**src/rtl/sns_pkg.sv**
```systemverilog
// Shared types, codes and helpers for the SPI NOR command sequencer.
// No dependencies; used by every rtl module.
package sns_pkg;

  localparam logic [12:0] MAX_LEN    = 13'd4096;
  localparam logic [8:0]  PAGE_BYTES = 9'd256;

  // request function codes
  localparam logic [2:0] FUNC_READ       = 3'd0;
  localparam logic [2:0] FUNC_FAST_READ  = 3'd1;
  localparam logic [2:0] FUNC_ERASE      = 3'd2;
  localparam logic [2:0] FUNC_PROG_ERASE = 3'd3;
  localparam logic [2:0] FUNC_PROG       = 3'd4;

  // flash opcodes
  localparam logic [7:0] OP_READ3  = 8'h03;
  localparam logic [7:0] OP_READ4  = 8'h13;
  localparam logic [7:0] OP_FREAD3 = 8'h0B;
  localparam logic [7:0] OP_FREAD4 = 8'h0C;
  localparam logic [7:0] OP_SE3    = 8'h20;
  localparam logic [7:0] OP_SE4    = 8'h21;
  localparam logic [7:0] OP_PP3    = 8'h02;
  localparam logic [7:0] OP_PP4    = 8'h12;
  localparam logic [7:0] OP_WREN   = 8'h06;
  localparam logic [7:0] OP_WRDI   = 8'h04;

  // post-frame waits in ms
  localparam logic [8:0] DLY_SHORT = 9'd5;
  localparam logic [8:0] DLY_ERASE = 9'd450;

  typedef struct packed {
    logic [2:0]  func;
    logic [23:0] start_page;
    logic [7:0]  page_offset;
    logic [12:0] byte_count;
    logic [15:0] sector_number;
  } req_t;

  typedef struct packed {
    logic [7:0]  opcode;
    logic [2:0]  addr_bytes;
    logic [31:0] flash_address;
    logic        dummy_bytes;
    logic [8:0]  write_count;
    logic [11:0] data_offset;
    logic [12:0] read_count;
    logic [8:0]  delay_ms;
    logic        last;
  } frame_t;

  typedef enum logic [1:0] {
    JOB_READ,
    JOB_FAST_READ,
    JOB_ERASE,
    JOB_PROGRAM
  } job_kind_e;

  // classified request handed from front to back
  typedef struct packed {
    job_kind_e   kind;
    logic        erase_first;
    logic        two_sectors;
    logic [19:0] sector;
    logic [23:0] page;
    logic [7:0]  off;
    logic [12:0] count;
  } job_t;

  function automatic logic [31:0] fit_addr(input logic four, input logic [31:0] a);
    fit_addr = four ? a : {8'd0, a[23:0]};
  endfunction

  function automatic logic [2:0] addr_len(input logic four);
    addr_len = four ? 3'd4 : 3'd3;
  endfunction

endpackage

```
**src/rtl/sns_front.sv**
```systemverilog
// Request front end: clamps the count and classifies one request into a job.
// Depends on sns_pkg.
module sns_front (
  input  sns_pkg::req_t req_i,
  input  logic          accept_i,
  output logic          push_o,
  output sns_pkg::job_t job_o
);

  logic [12:0] count;
  logic [13:0] span;
  logic [24:0] end_page;
  logic        known;

  assign count    = (req_i.byte_count > sns_pkg::MAX_LEN) ? sns_pkg::MAX_LEN
                                                           : req_i.byte_count;
  assign span     = {1'b0, count} + {6'd0, req_i.page_offset} - 14'd1;
  assign end_page = {1'b0, req_i.start_page} + {20'd0, span[12:8]};

  always_comb begin
    job_o             = '0;
    job_o.page        = req_i.start_page;
    job_o.off         = req_i.page_offset;
    job_o.count       = count;
    job_o.sector      = req_i.start_page[23:4];
    job_o.two_sectors = end_page[24:4] != {1'b0, req_i.start_page[23:4]};
    job_o.kind        = sns_pkg::JOB_READ;
    known             = 1'b1;
    case (req_i.func)
      sns_pkg::FUNC_READ:      job_o.kind = sns_pkg::JOB_READ;
      sns_pkg::FUNC_FAST_READ: job_o.kind = sns_pkg::JOB_FAST_READ;
      sns_pkg::FUNC_ERASE: begin
        job_o.kind        = sns_pkg::JOB_ERASE;
        job_o.sector      = {4'd0, req_i.sector_number};
        job_o.two_sectors = 1'b0;
      end
      sns_pkg::FUNC_PROG_ERASE: begin
        job_o.kind        = sns_pkg::JOB_PROGRAM;
        job_o.erase_first = 1'b1;
        known             = count != 13'd0;
      end
      sns_pkg::FUNC_PROG: begin
        job_o.kind = sns_pkg::JOB_PROGRAM;
        known      = count != 13'd0;
      end
      default: known = 1'b0;
    endcase
  end

  // unknown functions and empty programs emit nothing
  assign push_o = accept_i && known;

endmodule

```
**src/rtl/sns_queue.sv**
```systemverilog
// Two-entry job queue between front and back ends.
// Depends on sns_pkg.
module sns_queue (
  input  logic          clk_i,
  input  logic          rst_ni,
  input  logic          push_i,
  input  sns_pkg::job_t job_i,
  input  logic          pop_i,
  output logic          valid_o,
  output logic          full_o,
  output sns_pkg::job_t job_o
);

  logic [1:0]    count_q, count_d;
  sns_pkg::job_t head_q, head_d, tail_q, tail_d;
  logic          do_pop;

  assign do_pop = pop_i && (count_q != 2'd0);

  always_comb begin
    count_d = count_q;
    head_d  = head_q;
    tail_d  = tail_q;
    if (do_pop && push_i) begin
      if (count_q == 2'd1) begin
        head_d = job_i;
      end else begin
        head_d = tail_q;
        tail_d = job_i;
      end
    end else if (do_pop) begin
      head_d  = tail_q;
      count_d = count_q - 2'd1;
    end else if (push_i) begin
      if (count_q == 2'd0) head_d = job_i;
      else tail_d = job_i;
      count_d = count_q + 2'd1;
    end
  end

  always_ff @(posedge clk_i or negedge rst_ni) begin
    if (!rst_ni) count_q <= 2'd0;
    else count_q <= count_d;
  end

  always_ff @(posedge clk_i) begin
    head_q <= head_d;
    tail_q <= tail_d;
  end

  assign valid_o = count_q != 2'd0;
  assign full_o  = count_q == 2'd2;
  assign job_o   = head_q;

endmodule

```
**src/rtl/sns_back.sv**
```systemverilog
// Frame sequencer: expands one job into frame words, one per cycle.
// Depends on sns_pkg.
module sns_back (
  input  logic            clk_i,
  input  logic            rst_ni,
  input  logic            four_byte_i,
  input  logic            job_valid_i,
  input  sns_pkg::job_t   job_i,
  output logic            job_pop_o,
  output logic            rsp_strobe_o,
  output sns_pkg::frame_t rsp_o
);

  typedef enum logic [1:0] {ST_IDLE, ST_READ, ST_ERASE, ST_PROGRAM} state_e;
  typedef enum logic [1:0] {STEP_WREN, STEP_CMD, STEP_WRDI} step_e;

  state_e          state_q, state_d;
  step_e           step_q, step_d, step_nxt;
  logic            fast_q, fast_d, prog_q, prog_d, more_q, more_d;
  logic [19:0]     sector_q, sector_d;
  logic [23:0]     page_q, page_d;
  logic [7:0]      off_q, off_d;
  logic [12:0]     left_q, left_d;
  logic [11:0]     pos_q, pos_d;
  logic            strobe_q, strobe_d;
  sns_pkg::frame_t frame_q, frame_d;

  logic [13:0] room;
  logic [8:0]  n;
  logic        prog_done;
  logic [31:0] rw_addr, se_addr;

  // bytes in this page program
  assign room      = {1'b0, left_q} + {6'd0, off_q};
  assign n         = (room < {5'd0, sns_pkg::PAGE_BYTES}) ? left_q[8:0]
                                                          : sns_pkg::PAGE_BYTES - {1'b0, off_q};
  assign prog_done = left_q == {4'd0, n};
  assign rw_addr   = sns_pkg::fit_addr(four_byte_i, {page_q, off_q});
  assign se_addr   = sns_pkg::fit_addr(four_byte_i, {sector_q, 12'd0});

  always_comb begin
    case (step_q)
      STEP_WREN: step_nxt = STEP_CMD;
      STEP_CMD:  step_nxt = STEP_WRDI;
      default:   step_nxt = STEP_WREN;
    endcase
  end

  always_comb begin
    state_d   = state_q;
    step_d    = step_q;
    fast_d    = fast_q;
    prog_d    = prog_q;
    more_d    = more_q;
    sector_d  = sector_q;
    page_d    = page_q;
    off_d     = off_q;
    left_d    = left_q;
    pos_d     = pos_q;
    strobe_d  = 1'b0;
    frame_d   = '0;
    job_pop_o = 1'b0;
    case (state_q)
      ST_IDLE: begin
        if (job_valid_i) begin
          job_pop_o = 1'b1;
          page_d    = job_i.page;
          off_d     = job_i.off;
          left_d    = job_i.count;
          pos_d     = 12'd0;
          sector_d  = job_i.sector;
          more_d    = job_i.two_sectors;
          fast_d    = job_i.kind == sns_pkg::JOB_FAST_READ;
          prog_d    = job_i.kind == sns_pkg::JOB_PROGRAM;
          step_d    = STEP_WREN;
          case (job_i.kind)
            sns_pkg::JOB_READ, sns_pkg::JOB_FAST_READ: state_d = ST_READ;
            sns_pkg::JOB_ERASE:                         state_d = ST_ERASE;
            default: state_d = job_i.erase_first ? ST_ERASE : ST_PROGRAM;
          endcase
        end
      end
      ST_READ: begin
        strobe_d              = 1'b1;
        frame_d.opcode        = fast_q ? (four_byte_i ? sns_pkg::OP_FREAD4 : sns_pkg::OP_FREAD3)
                                       : (four_byte_i ? sns_pkg::OP_READ4 : sns_pkg::OP_READ3);
        frame_d.addr_bytes    = sns_pkg::addr_len(four_byte_i);
        frame_d.flash_address = rw_addr;
        frame_d.dummy_bytes   = fast_q;
        frame_d.read_count    = left_q;
        frame_d.last          = 1'b1;
        state_d               = ST_IDLE;
      end
      ST_ERASE: begin
        strobe_d = 1'b1;
        step_d   = step_nxt;
        case (step_q)
          STEP_WREN: begin
            frame_d.opcode   = sns_pkg::OP_WREN;
            frame_d.delay_ms = sns_pkg::DLY_SHORT;
          end
          STEP_CMD: begin
            frame_d.opcode        = four_byte_i ? sns_pkg::OP_SE4 : sns_pkg::OP_SE3;
            frame_d.addr_bytes    = sns_pkg::addr_len(four_byte_i);
            frame_d.flash_address = se_addr;
            frame_d.delay_ms      = sns_pkg::DLY_ERASE;
          end
          default: begin
            frame_d.opcode   = sns_pkg::OP_WRDI;
            frame_d.delay_ms = sns_pkg::DLY_SHORT;
            if (more_q) begin
              more_d   = 1'b0;
              sector_d = sector_q + 20'd1;
            end else if (prog_q) begin
              state_d = ST_PROGRAM;
            end else begin
              frame_d.last = 1'b1;
              state_d      = ST_IDLE;
            end
          end
        endcase
      end
      ST_PROGRAM: begin
        strobe_d = 1'b1;
        step_d   = step_nxt;
        case (step_q)
          STEP_WREN: begin
            frame_d.opcode   = sns_pkg::OP_WREN;
            frame_d.delay_ms = sns_pkg::DLY_SHORT;
          end
          STEP_CMD: begin
            frame_d.opcode        = four_byte_i ? sns_pkg::OP_PP4 : sns_pkg::OP_PP3;
            frame_d.addr_bytes    = sns_pkg::addr_len(four_byte_i);
            frame_d.flash_address = rw_addr;
            frame_d.write_count   = n;
            frame_d.data_offset   = pos_q;
            frame_d.delay_ms      = sns_pkg::DLY_SHORT;
          end
          default: begin
            frame_d.opcode   = sns_pkg::OP_WRDI;
            frame_d.delay_ms = sns_pkg::DLY_SHORT;
            page_d           = page_q + 24'd1;
            off_d            = 8'd0;
            left_d           = left_q - {4'd0, n};
            pos_d            = pos_q + {3'd0, n};
            if (prog_done) begin
              frame_d.last = 1'b1;
              state_d      = ST_IDLE;
            end
          end
        endcase
      end
      default: state_d = ST_IDLE;
    endcase
  end

  always_ff @(posedge clk_i or negedge rst_ni) begin
    if (!rst_ni) begin
      state_q  <= ST_IDLE;
      step_q   <= STEP_WREN;
      strobe_q <= 1'b0;
    end else begin
      state_q  <= state_d;
      step_q   <= step_d;
      strobe_q <= strobe_d;
    end
  end

  always_ff @(posedge clk_i) begin
    fast_q   <= fast_d;
    prog_q   <= prog_d;
    more_q   <= more_d;
    sector_q <= sector_d;
    page_q   <= page_d;
    off_q    <= off_d;
    left_q   <= left_d;
    pos_q    <= pos_d;
    frame_q  <= frame_d;
  end

  assign rsp_strobe_o = strobe_q;
  assign rsp_o        = frame_q;

endmodule

```
**src/rtl/spi_nor_command_sequencer.sv**
```systemverilog
// Top level of the SPI NOR command sequencer.
// Depends on sns_pkg, sns_front, sns_queue and sns_back.
//
// Usage:
//  - Request channel: a request word on req_i is taken at a rising edge with
//    start high and busy low. busy rises only when the two-entry job queue
//    is full, so up to two requests may wait behind the one in progress.
//  - Result channel: each frame word is on rsp_o for exactly one cycle with
//    rsp_strobe_o high; the receiver cannot stall it. The final frame of a
//    request has last set. Unknown functions and empty programs give none.
//  - Config channel: cfg_data_i sets the 4-byte address mode bit when
//    cfg_valid_i is high (cfg_ready_o is tied high). Write only while idle.
//  - Path: from an idle sequencer the first frame passes the job queue entry,
//    the sequencer's load of the job and the frame register to the ports.
//  - Throughput: one frame per cycle while a job runs, with a load state
//    before each job that sends none; a request gives 1 to 57 frames.
//  - Reset (rst_ni low, asynchronous): queue empty, sequencer idle, no
//    strobe, 3-byte addressing.
module spi_nor_command_sequencer (
  input  logic            clk_i,
  input  logic            rst_ni,
  input  logic            start,
  output logic            busy,
  input  sns_pkg::req_t   req_i,
  input  logic            cfg_valid_i,
  output logic            cfg_ready_o,
  input  logic            cfg_data_i,
  output logic            rsp_strobe_o,
  output sns_pkg::frame_t rsp_o
);

  logic          four_byte_q;
  logic          push, pop, job_valid, full;
  sns_pkg::job_t job_in, job_out;

  // address mode register
  always_ff @(posedge clk_i or negedge rst_ni) begin
    if (!rst_ni) four_byte_q <= 1'b0;
    else if (cfg_valid_i && cfg_ready_o) four_byte_q <= cfg_data_i;
  end

  assign cfg_ready_o = 1'b1;
  assign busy        = full;

  sns_front u_front (
    .req_i    (req_i),
    .accept_i (start && !busy),
    .push_o   (push),
    .job_o    (job_in)
  );

  sns_queue u_queue (
    .clk_i   (clk_i),
    .rst_ni  (rst_ni),
    .push_i  (push),
    .job_i   (job_in),
    .pop_i   (pop),
    .valid_o (job_valid),
    .full_o  (full),
    .job_o   (job_out)
  );

  // frame sequencer; the user must keep the mode bit stable while any job is in flight (not enforced here)
  sns_back u_back (
    .clk_i        (clk_i),
    .rst_ni       (rst_ni),
    .four_byte_i  (four_byte_q),
    .job_valid_i  (job_valid),
    .job_i        (job_out),
    .job_pop_o    (pop),
    .rsp_strobe_o (rsp_strobe_o),
    .rsp_o        (rsp_o)
  );

endmodule

```
**config.mk**
```make
export PLATFORM = sky130hd
export DESIGN_NAME = spi_nor_command_sequencer
export DESIGN_NICKNAME = d
export VERILOG_FILES = /design/src/rtl/sns_pkg.sv /design/src/rtl/sns_front.sv /design/src/rtl/sns_queue.sv /design/src/rtl/sns_back.sv /design/src/rtl/spi_nor_command_sequencer.sv
export SDC_FILE = /design/constraint.sdc
export NUM_CORES = 1
export LEC_CHECK = 0
export BUFFER_PORTS_ARGS = -buffer_cell sky130_fd_sc_hd__buf_4
export CAP_MARGIN = 10
export CORE_UTILIZATION = 35
export CTS_CLUSTER_SIZE = 8
export DETAILED_ROUTE_END_ITERATION = 10
export PLACE_DENSITY = 0.56
export SYNTH_ARGS = -nofsm -noshare
export SYNTH_HDL_FRONTEND = slang
export SYNTH_SLANG_ARGS = --single-unit
export TNS_END_PERCENT = 10
```
**constraint.sdc**
```tcl
create_clock -name clk_i -period 12.2 [get_ports clk_i]
set_input_delay 1.22 -clock clk_i [delete_from_list [all_inputs] [get_ports clk_i]]
set_output_delay 1.22 -clock clk_i [all_outputs]
set_load 0.005 [all_outputs]
```
==> flow_metrics.py, run 1 <==
metrics = {
    "die": {
        "coreArea_mm2": 0.0390,
        "start_util_pct": 35.8,
        "io_pins": 160,
        "num_rows": 72,
        "die_w_um": 202,
        "die_h_um": 202,
        "dieArea_mm2": 0.0407,
    },
    "clock_network": {
        "cts_buffer_depth": 3,
        "post_cts_buffers": 0,
        "clk_latency_ps": 540,
        "clk_pin_slew_ps": 50,
        "htree_num_levels": 2,
        "numCtsBuffers": 43,
        "cts_hold_buf": 0,
        "clock-sinks": 304,
        "cts-root-buf": "clkbuf_16",
        "cts_tree": "built",
        "cts-resized-gates": 0,
    },
    "critical_path": {
        "reg2reg_slack_ps": 7560,
        "r2r-start": "u_back.left_q[1]",
        "max_stage_delay_ps": 500,
        "path_max_fanout": 5,
        "r2r_end": "u_back.left_q[10]",
        "rr_worst_depth": 15,
        "crit_chain": "ha_1, a31o_2, a21oi_1, o21ai_0, a41oi_1, mux2i_1, ha_1, inv_1, fa_1, a21o_1, a21oi_1, o221ai_1, a211oi_1, xnor2_1, o21ai_0",
        "cp_slowest_cell": "edfxtp_1",
        "endpoint_kind": "register",
        "worst_ep_arrival_time_ps": 4890,
        "critical_path_class": "reg2reg",
        "cp_data_required_time_ps": 12450,
        "crit_path_start_kind": "register",
    },
    "logic_synthesis": {
        "ys_types": 70,
        "syn_area_per_cell_um2": 11.9,
        "ys.flop_type": "edfxtp_1",
        "synthXorXnorAreaFrac_pct": 4.01,
        "ys_seq_elements": 304,
        "netlist_area_mm2": 0.0140,
        "synth_mux_area_share_pct": 6.10,
        "synthesis.instances": 1172,
        "synth_compound_area_share_pct": 8.27,
        "synth-edff-count": 218,
        "synthAdderAreaFrac_pct": 5.30,
        "yosys_warnings": 0,
        "synth_simple_gate_area_share_pct": 13.0,
        "synth_top_family_by_area": "simple AND/OR/NAND/NOR gates",
        "async_reset_ff_share_pct": 2.63,
        "synth-seq-area-share_pct": 59.5,
    },
    "power_and_ir_drop": {
        "pwr-share-comb_pct": 36.2,
        "ir_drop_v": 0.000194,
        "p_per_area_mw_per_mm2": 291,
        "pwr-share-seq_pct": 41.9,
        "power.switching_mw": 1.76,
        "leakage_nw": 6.75,
        "p_clk_share_pct": 21.9,
        "swShare_pct": 35.9,
        "cell_internal_pwr_mw": 3.13,
    },
    "timing": {
        "grt_setup_unrepaired": "no",
        "period_minus_slack_ps": 4640,
        "finalSetupViolCount": 0,
        "min_period_over_period_pct": 38.1,
        "slew_viol_final": 0,
        "fin_setup_tns_ps": 0,
        "worst_slew_pin_slew_ps": 1030,
        "hold_viol": 0,
        "relSlewSlack_pct": 31.1,
        "skew_ps": 16.3,
        "maxClockFrequency_mhz": 215,
    },
    "drt": {
        "vias_per_cell": 4.83,
        "firstDrtPassIters": 5,
        "num_vias": 9022,
        "drc": 0,
        "drtIter0Drc": 604,
        "routedWlPerCell_um": 17.4,
        "ant_nets": 0,
        "drt-total-wl_mm": 32.5,
    },
    "placed_design": {
        "place_congestion": 0.844,
        "dp.cells": 1798,
        "io_buffers": 153,
        "hpwl_mm": 22.6,
    },
    "cells_and_area": {
        "final_cell_mix": "edfxtp_1, buf_4, nand2_1",
        "n_fill_cell": 3666,
        "drive_gt1_share_pct": 21.9,
        "nNetsFinal": 1452,
        "stdcell_count": 1867,
        "layout_commonest_cell": "edfxtp_1",
        "diodes": 0,
        "area_growth_syn_to_layout_pct": 20.4,
    },
    "job": {
        "drv_cap": 0,
    },
    "run_status": {
        "status": "completed",
    },
    "global_route": {
        "grt_pass1_wl_mm": 50.9,
        "grt_max_degree": 92,
        "antenna_found_initial": 2,
        "grtUsageTotal_pct": 16.0,
        "gr-total-overflow": 0,
        "grt_pass1_vias": 8864,
    },
    "min_path": {
        "whs_endpoint": "u_back.rsp_o[3]",
        "hp-start": "u_back.step_q[0]",
        "min_path_cells": 1,
        "hp-class": "reg2reg",
    },
}
-- area by class of cell --
cell class                      instances  area (um2)  share of cell area (%)
Inverter                               67         251                    1.50
Multi-Input combinational cell        746        5190                    30.9
Sequential cell                       304        8310                    49.4
Clock inverter                          3        26.3                   0.156
Tap cell                              518         648                    3.86
Clock buffer                           66        1160                    6.91
Timing Repair Buffer                  163        1220                    7.28
-- cell usage after synthesis, drive strengths merged (3+ instances only) --
| cell type | number | area share, % |
|---|---|---|
| buf | 21 | 1.0 |
| nor4 | 3 | 0.18 |
| nor2b | 20 | 0.90 |
| and3 | 37 | 1.7 |
| ha | 56 | 5.0 |
| or3 | 7 | 0.31 |
| a22oi | 8 | 0.43 |
| o21ai | 86 | 3.1 |
| a22o | 13 | 0.82 |
| o21bai | 6 | 0.32 |
| nand3 | 21 | 0.79 |
| nand2b | 19 | 0.85 |
| or4 | 5 | 0.35 |
| and2 | 23 | 1.0 |
| clkbuf | 38 | 1.0 |
| dfxtp | 78 | 11 |
| nand3b | 3 | 0.16 |
| a21o | 7 | 0.38 |
| a211oi | 4 | 0.25 |
| inv | 66 | 1.8 |
| a21oi | 25 | 0.90 |
| xor2 | 33 | 2.1 |
| o211ai | 3 | 0.16 |
| xnor2 | 31 | 1.9 |
| nand2 | 129 | 3.5 |
| o21a | 7 | 0.38 |
| dfrtp | 8 | 1.4 |
| nand4 | 11 | 0.49 |
| a31oi | 6 | 0.27 |
| nor2 | 54 | 1.6 |
| and4 | 5 | 0.33 |
| edfxtp | 218 | 47 |
| nor3 | 12 | 0.50 |
| mux2 | 65 | 5.2 |
| o31ai | 7 | 0.38 |
| mux2i | 12 | 0.86 |
-- metal layers --
layer	up-vias	global-route usage [%]	wire length [um]
met5	-	0	32
met4	4	5.17	748
li1	4477	-	-
met3	60	3.53	1780
met2	210	22.2	13200
met1	4271	24.3	16800
-- power groups by stage --
stage / Combinational, mW / Clock (mW) / Sequential [mW]
6_report: 1.77 / 1.07 / 2.05
5_1_grt: 1.99 / 1.14 / 2.10
4_1_cts: 1.79 / 1.10 / 2.05
3_5_place_dp: 1.78 / 0 / 2.07
3_3_place_gp: 1.76 / 0 / 2.06
2_1_floorplan: 1.25 / 0 / 1.97
-- cell families (layout without fill, tap and decap cells) --
kind of cell | Yosys count | in the layout
adder cells (fa/ha/maj) | 58 | 58
flip-flops | 304 | 304
buffers and inverters | 126 | 299
multiplexers | 77 | 77
AO/OA/AOI/OAI | 186 | 186
AND/OR/NAND/NOR | 355 | 355
other | 2 | 6
XOR/XNOR | 64 | 64
-- registers in the layout, summed over array words and instances (netlist names), 2 cells and up --
register / flops
u_back.rsp_o: 78
u_back.state_q: 2
u_back.step_q: 2
u_queue.count_q: 2
u_back.page_q: 24
u_back.pos_q: 12
u_queue.job_o: 69
u_back.sector_q: 20
u_queue.tail_q: 69
u_back.off_q: 8
u_back.left_q: 13
-- worst max path at each step --
| stage | from | to | cells past startpoint |
|---|---|---|---|
| 3_3_place_gp | req_i[28] | u_queue.job_o[65] | 17 |
| 6_report | u_back.left_q[1] | u_back.left_q[10] | 15 |
| 5_1_grt | u_back.left_q[1] | u_back.left_q[12] | 15 |
| 2_1_floorplan | req_i[28] | u_queue.tail_q[0] | 11 |
| 3_5_place_dp | req_i[28] | u_queue.job_o[65] | 17 |
| 4_1_cts | u_back.left_q[1] | u_back.left_q[10] | 15 |
-- critical path, delay by kind of cell (launching register included) --
kind / cells / cell delay [ps]
multiplexers: 1 / 460
flip-flops: 1 / 500
adder cells (fa/ha/maj): 3 / 970
XOR/XNOR: 1 / 160
AO/OA/AOI/OAI: 9 / 2220
buffers and inverters: 1 / 50
-- metrics by stage --
| stage | power, mW | setup slack (ps) | instance area [um2] | utilization [%] | hold WS [ps] |
|---|---|---|---|---|---|
| 6_report | 4.89 | 7560 | 16800 | 43.1 | 494 |
| 5_1_grt | 5.23 | 7140 | 16800 | 43.1 | 487 |
| 4_1_cts | 4.94 | 7550 | 16800 | 43.1 | 485 |
| 3_5_place_dp | 3.84 | 7260 | 15600 | 40.1 | 488 |
| 3_3_place_gp | 3.82 | 7300 | 15600 | 40.1 | 483 |
| 2_1_floorplan | 3.22 | 5380 | 14000 | - | 458 |
Note: power is estimated with default switching activity, not from simulation.
==> run 2: changes to the inputs <==
clock period = 4.7 ns   (was 12.2 ns; I/O delays follow)
==> run 2 against run 1 <==
Critical path type unchanged. Routed wire length grew 0.19%. Combinational power grew to 2.7 times the previous value. Clock skew shrank 3.7 ps. Sequential cell count is the same. Sequential share of layout area shrank 0.52 points. Critical endpoint is now u_back.pos_q[10].
==> flow_metrics.py, run 2 (synthesis results as in run 1) <==
metrics = {
    "run_status": {
        "status": "completed",
    },
    "global_route": {
        "grt_pass1_vias": 9003,
        "grt_pass1_wl_mm": 51.4,
        "grt_max_degree": 86,
        "grtUsageTotal_pct": 16.1,
        "antenna_found_initial": 0,
        "gr-total-overflow": 0,
    },
    "critical_path": {
        "startpoint": "u_back.left_q[1]",
        "r2r_end": "u_back.pos_q[10]",
        "crit_family": "compound AO/OA/AOI/OAI gates",
        "path_depth": 15,
        "path_buf_inv": 2,
        "rr_worst_depth": 15,
        "critPathCapture": "u_back.pos_q[10]",
        "cp_slowest_cell": "edfxtp_1",
        "critical_path_class": "reg2reg",
        "max_stage_delay_ps": 490,
        "crit_chain": "ha_1, a31o_2, a21oi_1, o21ai_0, a41oi_1, buf_4, mux2i_2, inv_1, fa_1, a21o_1, a21oi_1, o21bai_1, a31oi_1, nor3_1, a211o_1",
        "reg2reg_slack_ps": 370,
        "worst_ep_arrival_time_ps": 4620,
        "path_max_fanout": 5,
        "endpoint_kind": "register",
        "r2r-start": "u_back.left_q[1]",
        "crit_path_start_kind": "register",
        "cp_data_required_time_ps": 4990,
        "crit_top_cell": "a21oi_1",
    },
    "timing": {
        "grt_setup_unrepaired": "no",
        "period_minus_slack_ps": 4330,
        "relSlewSlack_pct": 25.9,
        "hold_viol": 0,
        "worst_slew_pin_slew_ps": 1110,
        "skew_ps": 12.6,
        "holdWs_ps": 119,
        "maxClockFrequency_mhz": 231,
        "slew_viol_final": 0,
        "finalSetupViolCount": 0,
        "min_period_over_period_pct": 92.2,
    },
    "clock_network": {
        "clock-sinks": 304,
        "numCtsBuffers": 44,
        "clk_latency_ps": 540,
        "cts_buffer_depth": 3,
        "clk_pin_slew_ps": 50,
        "htree_num_levels": 2,
        "cts_tree": "built",
        "post_cts_buffers": 0,
        "cts-root-buf": "clkbuf_16",
    },
    "power_and_ir_drop": {
        "pwr-share-seq_pct": 40.7,
        "leakage_nw": 6.83,
        "power.switching_mw": 4.62,
        "swShare_pct": 35.7,
        "total_power_mw": 12.9,
        "p_per_area_mw_per_mm2": 761,
        "p_clk_share_pct": 22.2,
        "ir_drop_v": 0.000379,
        "pwr-share-comb_pct": 37.0,
        "cell_internal_pwr_mw": 8.31,
    },
    "drt": {
        "drc": 0,
        "num_vias": 9026,
        "ant_nets": 0,
        "routedWlPerCell_um": 17.4,
        "drtIter0Drc": 582,
        "drt-total-wl_mm": 32.6,
        "vias_per_cell": 4.81,
        "firstDrtPassIters": 5,
    },
    "job": {
        "drv_cap": 0,
    },
    "placed_design": {
        "dp.cells": 1805,
        "hpwl_mm": 22.8,
        "place_congestion": 0.822,
        "io_buffers": 153,
    },
    "die": {
        "start_util_pct": 35.8,
        "io_pins": 160,
        "coreArea_mm2": 0.0390,
        "dieArea_mm2": 0.0407,
        "num_rows": 72,
        "die_h_um": 202,
        "die_w_um": 202,
    },
    "cells_and_area": {
        "fin_util_pct": 43.6,
        "area_growth_syn_to_layout_pct": 21.6,
        "final_cell_mix": "edfxtp_1, buf_4, nand2_1",
        "largest_reg_flops": 78,
        "layout_commonest_cell": "edfxtp_1",
        "diodes": 0,
        "nNetsFinal": 1461,
        "n_fill_cell": 3585,
        "drive_gt1_share_pct": 22.5,
        "stdcell_count": 1876,
    },
    "min_path": {
        "hp-class": "in2reg",
        "hp-start": "req_i[34]",
    },
}
==> run 2: cell types whose count changed in the layout (fill, tap and decap cells not counted) <==
cell and delta:
buf_12 +4, buf_4 +3, clkbuf_1 -2, clkbuf_16 +2, inv_6 -2, clkinv_2 +1
clkinv_8 +1, dlygate4sd3_1 +1, inv_16 +1, mux2i_1 -1, mux2i_2 +1, nand2_2 +1
nand2_4 -1
==> run 2: repair_timing <==
item                                    in CTS  in global routing
endpoints found under the setup margin       0                  2
hold endpoints to repair                     8                  0
hold buffers                                 1                  0
resized for setup                            0                  1
==> run 2: power by group through the flow <==
stage               registers (mW)  logic [mW]  clock network (mW)
CTS                           5.26        4.83                2.95
finish                        5.26        4.79                2.87
floorplan                     5.10        3.26                   0
global route                  5.39        5.38                3.06
global placement              5.28        4.76                   0
detailed placement            5.31        4.81                   0
==> run 2: worst min-delay path by stage <==
stage	endpoint	cells past startpoint	slack, ps
2_1_floorplan	four_byte_q	0	170
3_3_place_gp	four_byte_q	1	300
3_5_place_dp	u_back.rsp_strobe_o	1	300
4_1_cts	u_queue.tail_q[38]	1	90
5_1_grt	u_queue.tail_q[38]	1	90
6_report	u_queue.tail_q[18]	1	120
==> run 2: per-stage QoR <==
stage | setup TNS (ps) | worst slack (ps) | instance area (um2)
3_5_place_dp | 0 | 269 | 15700
6_report | 0 | 368 | 17000
3_3_place_gp | 0 | 462 | 15700
5_1_grt | 0 | 4.66 | 17000
2_1_floorplan | -50260 | -882 | 14000
4_1_cts | 0 | 245 | 17000
==> run 2: routing by layer <==
metal	part of all wire (%)	up-vias	GRT usage (%)
met5	0	-	0
met4	1.6	0	4.57
met3	5.2	38	3.37
met2	41	226	22.6
met1	52	4262	24.7
li1	-	4500	-
==> run 2: layout make-up <==
| class | count | area [um2] | area share, % |
|---|---|---|---|
| inverters | 67 | 251 | 1.48 |
| clock inverters | 4 | 50.0 | 0.295 |
| flip-flops and latches | 304 | 8310 | 48.9 |
| clock buffers | 66 | 1200 | 7.09 |
| repair buffers | 171 | 1340 | 7.87 |
| well taps | 518 | 648 | 3.81 |
| multi-input cells | 746 | 5190 | 30.6 |
==> run 2: worst register-to-register path, delay by kind of cell (launching register included) <==
| kind | cells | cell delay, ps |
|---|---|---|
| adder cells (fa/ha/maj) | 2 | 780 |
| AND/OR/NAND/NOR | 1 | 110 |
| flip-flops | 1 | 490 |
| buffers and inverters | 2 | 360 |
| multiplexers | 1 | 380 |
| AO/OA/AOI/OAI | 9 | 1980 |
==> run 3: changes to the inputs <==
--- a/config.mk
+++ b/config.mk
@@ -10,2 +10,3 @@
 export CORE_UTILIZATION = 35
+export CTS_CLUSTER_DIAMETER = 80
 export CTS_CLUSTER_SIZE = 8
==> constraint.sdc (replaced) <==
create_clock -name clk_i -period 4.7 [get_ports clk_i]
set_input_delay 0.94 -clock clk_i [delete_from_list [all_inputs] [get_ports clk_i]]
set_output_delay 0.94 -clock clk_i [all_outputs]
set_load 0.005 [all_outputs]
==> run 3 against run 2 <==
Maximum frequency up 4.0%. Global-route usage down 0.10 points. Register-to-register slack better by 170 ps. Cell count up 0.37%. Routed wire length up 0.19%. Clock power up 3%. Sequential cell count unchanged. Sequential share of layout area down 0.25 points. Clock skew up 4.9 ps. Die area unchanged. Largest power group unchanged.
==> flow_metrics.py, run 3 (synthesis results as in run 1) <==
metrics = {
    "cells_and_area": {
        "largest_reg_flops": 78,
        "layout_commonest_cell": "edfxtp_1",
        "nNetsFinal": 1467,
        "drive_gt1_share_pct": 22.9,
        "diodes": 0,
        "area_growth_syn_to_layout_pct": 22.3,
        "final_cell_mix": "edfxtp_1, buf_4, nand2_1",
    },
    "clock_network": {
        "htree_num_levels": 2,
        "cts-resized-gates": 0,
        "clk_pin_slew_ps": 50,
        "cts-root-buf": "clkbuf_16",
        "cts_hold_buf": 0,
        "cts_buffer_depth": 3,
        "cts_tree": "built",
        "clk_latency_ps": 540,
        "clock-sinks": 304,
        "numCtsBuffers": 44,
        "post_cts_buffers": 0,
    },
    "global_route": {
        "grtUsageTotal_pct": 16.0,
        "grt_pass1_vias": 8972,
        "grt_pass1_wl_mm": 51.4,
        "gr-total-overflow": 0,
        "grt_max_degree": 92,
        "antenna_found_initial": 1,
    },
    "min_path": {
        "hp-class": "in2async",
    },
    "die": {
        "io_pins": 160,
        "die_h_um": 202,
        "start_util_pct": 35.8,
        "num_rows": 72,
        "coreArea_mm2": 0.0390,
        "die_w_um": 202,
        "dieArea_mm2": 0.0407,
    },
    "power_and_ir_drop": {
        "leakage_nw": 6.88,
        "p_per_area_mw_per_mm2": 765,
        "ir_drop_v": 0.000437,
        "total_power_mw": 13.1,
    },
    "timing": {
        "worst_slew_pin_slew_ps": 1070,
        "grt_setup_unrepaired": "no",
        "skew_ps": 17.5,
        "relSlewSlack_pct": 28.8,
        "hold_viol": 0,
        "maxClockFrequency_mhz": 240,
        "fin_setup_tns_ps": 0,
        "period_minus_slack_ps": 4160,
        "min_period_over_period_pct": 88.6,
        "finalSetupViolCount": 0,
        "slew_viol_final": 0,
    },
    "drt": {
        "drt-total-wl_mm": 32.6,
        "num_vias": 9003,
        "routedWlPerCell_um": 17.3,
        "ant_nets": 0,
        "firstDrtPassIters": 4,
        "drtIter0Drc": 532,
        "drc": 0,
        "vias_per_cell": 4.78,
    },
    "critical_path": {
        "r2r-start": "u_back.off_q[1]",
        "path_max_fanout": 4,
        "startpoint": "u_back.off_q[1]",
        "worst_ep_arrival_time_ps": 4420,
        "crit_path_start_kind": "register",
        "cp_data_required_time_ps": 4950,
        "reg2reg_slack_ps": 540,
        "r2r_end": "u_back.left_q[10]",
        "critPathCapture": "u_back.left_q[10]",
        "endpoint_kind": "register",
        "rr_worst_depth": 15,
        "critical_path_class": "reg2reg",
    },
    "run_status": {
        "status": "completed",
    },
    "placed_design": {
        "io_buffers": 153,
        "hpwl_mm": 22.8,
        "place_congestion": 0.846,
    },
    "job": {
        "drv_cap": 0,
    },
}
-- run 3: cell types whose count changed in the layout (fill, tap and decap cells not counted), sizes merged --
cell,previous run,this run
buf,170,177
bufinv,0,1
clkbuf,66,69
clkinv,3,2
dlygate4sd3,1,0
inv,68,66
-- run 3: where the power goes --
group          switching (mW)  internal, mW  leakage, nW  total [mW]
clock                    1.10          1.86        0.627        2.97
sequential              0.742          4.52         2.81        5.27
combinational            2.77          2.06         3.44        4.83
-- run 3: metal layers --
layer	global-route usage [%]	vias to the layer above	routed length [um]	part of all wire (%)
met1	24.4	4192	16800	51
met5	0	-	17	0.052
met3	3.40	63	1810	5.5
met4	5.17	2	828	2.5
li1	-	4520	-	-
met2	22.3	226	13200	40
-- run 3: worst min-delay path by stage --
| stage | from | to | slack [ps] | depth (start not counted) |
|---|---|---|---|---|
| after floorplan | u_back.prog_q | u_back.rsp_o[0] | 460 | 1 |
| after global placement | u_back.step_q[0] | u_back.rsp_o[3] | 490 | 1 |
| after detailed placement | u_back.pos_q[11] | u_back.rsp_o[34] | 490 | 2 |
| after CTS | rst_ni | u_queue.count_q[0] | 190 | 1 |
| after global routing | rst_ni | u_queue.count_q[0] | 200 | 1 |
| final | rst_ni | u_back.step_q[0] | 220 | 1 |
-- run 3: final cells by class --
cell class / instances / area [um2]
fillers: 3652 / 21900
flip-flops and latches: 304 / 8310
multi-input cells: 746 / 5190
repair buffers: 177 / 1380
clock buffers: 69 / 1260
well taps: 518 / 648
inverters: 67 / 251
clock inverters: 2 / 46.3
-- run 3: stage by stage --
stage,area [um2],std cells,hold slack [ps],utilization [%],setup WS [ps]
floorplan,14000,1176,458,-,407
global placement,15800,1812,492,40.4,78.0
detailed placement,15800,1812,491,40.4,1.81
CTS,17100,1883,194,43.8,492
global route,17100,1883,205,43.8,217
finish,17100,1883,216,43.8,535
-- run 3: worst max-delay path, stage by stage, from the launching register on --
cell	delay [ps]
edfxtp_1	420
ha_1	290
a31o_2	250
a21oi_1	140
o21ai_0	120
a41oi_1	390
mux2i_1	290
ha_1	210
inv_1	60
fa_1	410
a21o_1	170
a21oi_1	310
o221ai_1	260
a211oi_1	320
xnor2_1	150
o21ai_0	90
